--- config.mk ---
export PLATFORM = sky130hd
export DESIGN_NAME = srsb_front
export DESIGN_NICKNAME = d
export VERILOG_FILES = /design/src/design/srsb_pkg.sv /design/src/design/srsb_front.sv
export SDC_FILE = /design/constraint.sdc
export NUM_CORES = 1
export LEC_CHECK = 0
export BUFFER_PORTS_ARGS = -buffer_cell sky130_fd_sc_hd__buf_2
export CAP_MARGIN = 20
export CORE_ASPECT_RATIO = 1.5
export CORE_MARGIN = 2
export CORE_UTILIZATION = 55
export DETAILED_ROUTE_END_ITERATION = 12
export GPL_ROUTABILITY_DRIVEN = 0
export PLACE_DENSITY = 0.85
export RECOVER_POWER = 100
export SETUP_SLACK_MARGIN = 0.1
export SLEW_MARGIN = 20
export SYNTH_ARGS = -nofsm -noshare
export SYNTH_HDL_FRONTEND = slang
export SYNTH_SLANG_ARGS = --single-unit
export TNS_END_PERCENT = 30
--- constraint.sdc ---
create_clock -name clk -period 7.4 [get_ports clk]
set_clock_uncertainty 0.2 [all_clocks]
set_input_delay 1.48 -clock clk [delete_from_list [all_inputs] [get_ports clk]]
set_output_delay 1.48 -clock clk [all_outputs]
set_load 0.02 [all_outputs]
--- src/design/srsb_pkg.sv ---
package srsb_pkg;

  // ring geometry, always a power of two so a slot is the low offset bits
  localparam int RING_AW      = 12;
  localparam int BUFFER_BYTES = 1 << RING_AW;

  // longest burst a single fetch may return
  localparam int MAX_FETCH = 16;
  localparam int FETCH_W   = $clog2(MAX_FETCH + 1);

  localparam int OFF_W  = 62;
  localparam int AMT_W  = 13;
  localparam int BYTE_W = 8;
  localparam int CMD_W  = 2;
  localparam int STAT_W = 2;

  localparam logic [OFF_W-1:0] OFF_MAX = '1;

  // command queue depth between front and back
  localparam int QDEPTH = 2;
  localparam int QAW    = $clog2(QDEPTH);
  localparam int QCNT_W = $clog2(QDEPTH + 1);

  typedef enum logic [CMD_W-1:0] {
    OP_APPEND = 2'd0,
    OP_FETCH  = 2'd1,
    OP_SENT   = 2'd2,
    OP_ACK    = 2'd3
  } op_t;

  localparam logic [STAT_W-1:0] ST_DONE    = 2'd0;
  localparam logic [STAT_W-1:0] ST_DATA    = 2'd1;
  localparam logic [STAT_W-1:0] ST_REFUSED = 2'd2;
  localparam logic [STAT_W-1:0] ST_EMPTY   = 2'd3;

  typedef struct packed {
    op_t                op;
    logic [BYTE_W-1:0]  data_byte;
    logic [AMT_W-1:0]   amount;
    logic [FETCH_W-1:0] fetch_cap;
    logic [OFF_W-1:0]   ack_offset;
  } item_t;

endpackage

--- src/design/srsb_front.sv ---
module srsb_front (
  input  logic                            clk,
  input  logic                            rst,
  input  logic                            in_valid,
  output logic                            in_stall,
  input  logic [srsb_pkg::CMD_W-1:0]      cmd,
  input  logic [srsb_pkg::BYTE_W-1:0]     data_byte,
  input  logic [srsb_pkg::AMT_W-1:0]      amount,
  input  logic [srsb_pkg::OFF_W-1:0]      ack_offset,
  output srsb_pkg::item_t                 q_item,
  output logic                            q_valid,
  input  logic                            q_pop
);

  srsb_pkg::item_t                entries [srsb_pkg::QDEPTH];
  logic [srsb_pkg::QAW-1:0]       wr_ptr;
  logic [srsb_pkg::QAW-1:0]       rd_ptr;
  logic [srsb_pkg::QCNT_W-1:0]    count;
  srsb_pkg::item_t                dec;
  logic                           accept;

  // classify the command and pre-cap the fetch budget
  always_comb begin
    dec.op         = srsb_pkg::op_t'(cmd);
    dec.data_byte  = data_byte;
    dec.amount     = amount;
    dec.ack_offset = ack_offset;
    if (amount > srsb_pkg::AMT_W'(srsb_pkg::MAX_FETCH)) begin
      dec.fetch_cap = srsb_pkg::FETCH_W'(srsb_pkg::MAX_FETCH);
    end else begin
      dec.fetch_cap = amount[srsb_pkg::FETCH_W-1:0];
    end
  end

  assign in_stall = (count == srsb_pkg::QCNT_W'(srsb_pkg::QDEPTH));
  assign accept   = in_valid && !in_stall;
  assign q_valid  = (count != '0);
  assign q_item   = entries[rd_ptr];

  always_ff @(posedge clk) begin
    if (accept) begin
      entries[wr_ptr] <= dec;
    end
  end

  always_ff @(posedge clk) begin
    if (rst) begin
      wr_ptr <= '0;
      rd_ptr <= '0;
      count  <= '0;
    end else begin
      if (accept) begin
        wr_ptr <= wr_ptr + srsb_pkg::QAW'(1);
      end
      if (q_pop) begin
        rd_ptr <= rd_ptr + srsb_pkg::QAW'(1);
      end
      if (accept && !q_pop) begin
        count <= count + srsb_pkg::QCNT_W'(1);
      end else if (!accept && q_pop) begin
        count <= count - srsb_pkg::QCNT_W'(1);
      end
    end
  end

endmodule

==> metrics.log <==
INFO  metric critical_path_peak_fanout = 50
INFO  metric syn-instance-count = 314
INFO  metric tritoncts = yes
INFO  metric synthesis.area_per_instance = 21.5 um^2
INFO  metric largest_cells_by_area_after_synthesis = edfxtp_1, mux2_2, dfxtp_1
INFO  metric critical_path.cell_chain = buf_2, inv_1, nor2_1, and2_0, buf_4
INFO  metric global_route.usage.total = 0.185
INFO  metric root_buffer = clkbuf_16
INFO  metric ranking_of_synthesized_cells_by_instance_count = edfxtp_1, mux2_2, buf_2
INFO  metric dp_hpwl = 7840 um
INFO  metric rsz0062_at_grt = no
INFO  metric fp.dieH = 140 um
INFO  metric most_common_flop_cell_mapped_by_yosys = edfxtp_1
INFO  metric layout.nets = about 600
INFO  metric final-hold-violation-count = 0
INFO  metric worstPathRequired = 7.24 ns
INFO  metric hp-start = wr_ptr$_SDFFE_PP0N_
INFO  metric initial_cell_density_of_the_core = 0.563
INFO  metric synth.lib_cells_used.distinct = 19
INFO  metric timing.slew.headroom = -0.751
INFO  metric floorplan.die.width = 94.5 um
INFO  metric status = finished with violations
INFO  metric ff2ff_setup_slack = roughly 3.4 ns
INFO  metric synth_edf_count = 180
INFO  metric wl = 12000 um
INFO  metric r2r_end = entries[1][81]$_DFFE_PP_
INFO  metric post-route-util = 0.690
INFO  metric worst_path_dominant_cell_family = simple AND/OR/NAND/NOR gates
INFO  metric end_kind = flip-flop
INFO  metric grt_first_pass_wirelength = 18000 um
INFO  metric fp-row-count = 49
INFO  metric async_flop_share = 0
INFO  metric synth_most_common_cell = edfxtp_1
INFO  metric min-delay-path-class = flip-flop to flip-flop
INFO  metric total_leakage_power = 2.79 nW
INFO  metric number_of_global_route_vias_before_repair = 3665
INFO  metric max_stage_delay = 1.93 ns
INFO  metric setup_viol = 0
INFO  metric critPathArrivalTime = 4.52 ns
INFO  metric hold_depth = 2
INFO  metric number_of_hold_buffers_added_after_cts = 0
INFO  metric first_pass_iters = 4
INFO  metric core_region_area = 12000 um^2
INFO  metric ys_seq_elements = about 190
INFO  metric max-vdd-ir-drop = 0.238 mV
INFO  metric critical-path-slowest-cell = and2_0
INFO  metric detailroute.via_count = roughly 3500
INFO  metric pre_cts_slack = 3.57 ns
INFO  metric mappedNetlistArea = 6760 um^2
INFO  metric area.growth.synth_to_final = 22.7%
INFO  metric htree_levels = 4
INFO  metric tightestPinTransition = 2.62 ns
INFO  metric io_pins = roughly 180
INFO  metric detail_route.vias_per_cell = 5.21
INFO  metric final.setup.tns = 0 ns
INFO  metric antennaDiodeCount = 0
INFO  metric antenna_found_initial = 0
INFO  metric leftover_overflow_at_the_end_of_global_routing = 0
INFO  metric yosysWarnings = 0
INFO  metric post_cts_resized = 0
INFO  metric achievable-frequency = 0.214 GHz
INFO  metric timing.final.crit_share = 0.632
INFO  metric synth_area_leader_cell = edfxtp_1
INFO  metric fillerInstances = between 800 and 900
INFO  metric clk_pin_slew = around 0.06 ns
INFO  metric final_max_slew_viol_count = 131
INFO  metric crit_buf_inv = 3
INFO  metric whs_endpoint = wr_ptr$_SDFFE_PP0N_
INFO  metric yosysSeqAreaShare = 0.814
INFO  metric timing.reg2reg.worst_path_depth = 4
INFO  metric r2r_start = count[0]$_SDFFE_PP0P_
INFO  metric timing_worst_setup_path_type = input pin to flip-flop
INFO  metric tritoncts_num_sinks = 185
INFO  metric final.min_clock_period = between 4 and 5 ns
INFO  metric die_area = 13200 um^2
INFO  metric drt_iter0_markers = 171
INFO  metric post_cts_repair_timing_setup_buffer_count = 0
INFO  metric synthesis.nets = 404
INFO  metric violations_in_the_final_reports = capacitance limit, slew limit
INFO  metric setup_slack = 2.72 ns
INFO  metric cap_viol_max_count = 3
INFO  metric synthDominantCellAreaShare = 0.800
INFO  metric buffer_ports.inserted = 180
INFO  metric postRouteAntennaNets = 0
INFO  metric powerDensity = 313 nW/um^2
INFO  metric critical_path.startpoint_type = input pin
INFO  metric clk-insertion-delay-late = 0.41 ns
INFO  metric drive_gt1_frac = 0.329
INFO  metric largest_net_degree_at_the_start_of_global_routing = 91
INFO  metric post-layout-total-power = 2.60 mW
INFO  metric drc = 0
INFO  metric cts.path.max_buffers = 2
INFO  metric drt-wirelength-per-cell = 17.8 um
INFO  metric cts_inserted_buffers = 17
## power by group
part / leakage, nW / switching [mW] / total (mW) / internal (mW)
Clock: 0.300 / 0.364 / 0.931 / 0.567
Sequential: 1.72 / 0.0321 / 1.31 / 1.27
Combinational: 0.768 / 0.236 / 0.359 / 0.123
Total: 2.79 / 0.632 / 2.60 / 1.96
## area by class of cell
class                   count  area [um^2]  area share
clock buffers              18          429      0.0517
flip-flops and latches    185         5510       0.664
inverters                   3         12.5     0.00151
clock inverters            14          193      0.0232
repair buffers            183          772      0.0930
well taps                 153          191      0.0231
multi-input cells         116         1190       0.144
## kinds of logic after synthesis
| group | Yosys count | synth area share |
|---|---|---|
| XOR/XNOR | 3 | 0.00389 |
| buffers and inverters | 13 | 0.00907 |
| multiplexers | 90 | 0.150 |
| AND/OR/NAND/NOR | 18 | 0.0180 |
| AO/OA/AOI/OAI | 4 | 0.00296 |
| flip-flops | 185 | 0.814 |
| adder cells (fa/ha/maj) | 1 | 0.00185 |
## routing by layer
metal	share of wire	track usage	wire (um)	vias to the layer above
met2	0.56	0.332	6710	105
met4	0.026	0.0900	313	0
li1	-	-	-	1631
met1	0.36	0.191	4380	1746
met3	0.050	0.0574	596	20
met5	0	0	0	-
## sequential cells by signal, summed over array words and instances, names as in the netlist, named ones only
signal and cells:
rd_ptr 1, wr_ptr 1, count 2, entries 180
## metrics by stage
| step | hold WS (ns) | std cells | cell area, um^2 |
|---|---|---|---|
| final | 0.310 | 672 | 8300 |
| after global routing | 0.354 | 672 | 8300 |
| after CTS | 0.315 | 671 | 8450 |
| after detailed placement | 0.297 | 639 | 7830 |
| after global placement | 0.273 | 639 | 7830 |
| after floorplan | 0.252 | 314 | 6760 |
## worst min-delay path, cell delays in order, from the launching register on
cell and delay, ns:
dfxtp_1 0.32, o21ai_0 0.08, a21oi_1 0.07
## worst max-delay path by stage
stage | cells after the start | from | end
floorplan | 3 | in_valid | entries[1][0]$_DFFE_PP_
global placement | 5 | in_valid | entries[0][1]$_DFFE_PP_
detailed placement | 5 | in_valid | entries[0][49]$_DFFE_PP_
CTS | 2 | flip-flop | q_item[58]
global route | 5 | in_valid | entries[1][81]$_DFFE_PP_
finish | 5 | in_valid | entries[1][81]$_DFFE_PP_
## placed cells by master, fill, tap and decap left out
master	instances
bufinv_16	4
buf_2	43
clkbuf_16	17
nor2_1	6
xor2_1	2
nor4_1	1
xnor2_1	1
and2_0	1
a21oi_1	2
clkinv_2	1
and4bb_2	4
or4_1	1
clkbuf_1	138
inv_1	2
inv_6	3
or2_2	1
nand2_1	1
buf_4	2
dfxtp_1	5
clkinvlp_2	1
clkinvlp_4	1
or3_1	2
o21ai_0	2
buf_16	1
clkinv_1	2
ha_1	1
edfxtp_1	180
mux2_2	90
nor2b_1	1
clkinv_4	3
Power figures use the tool's default switching activity.
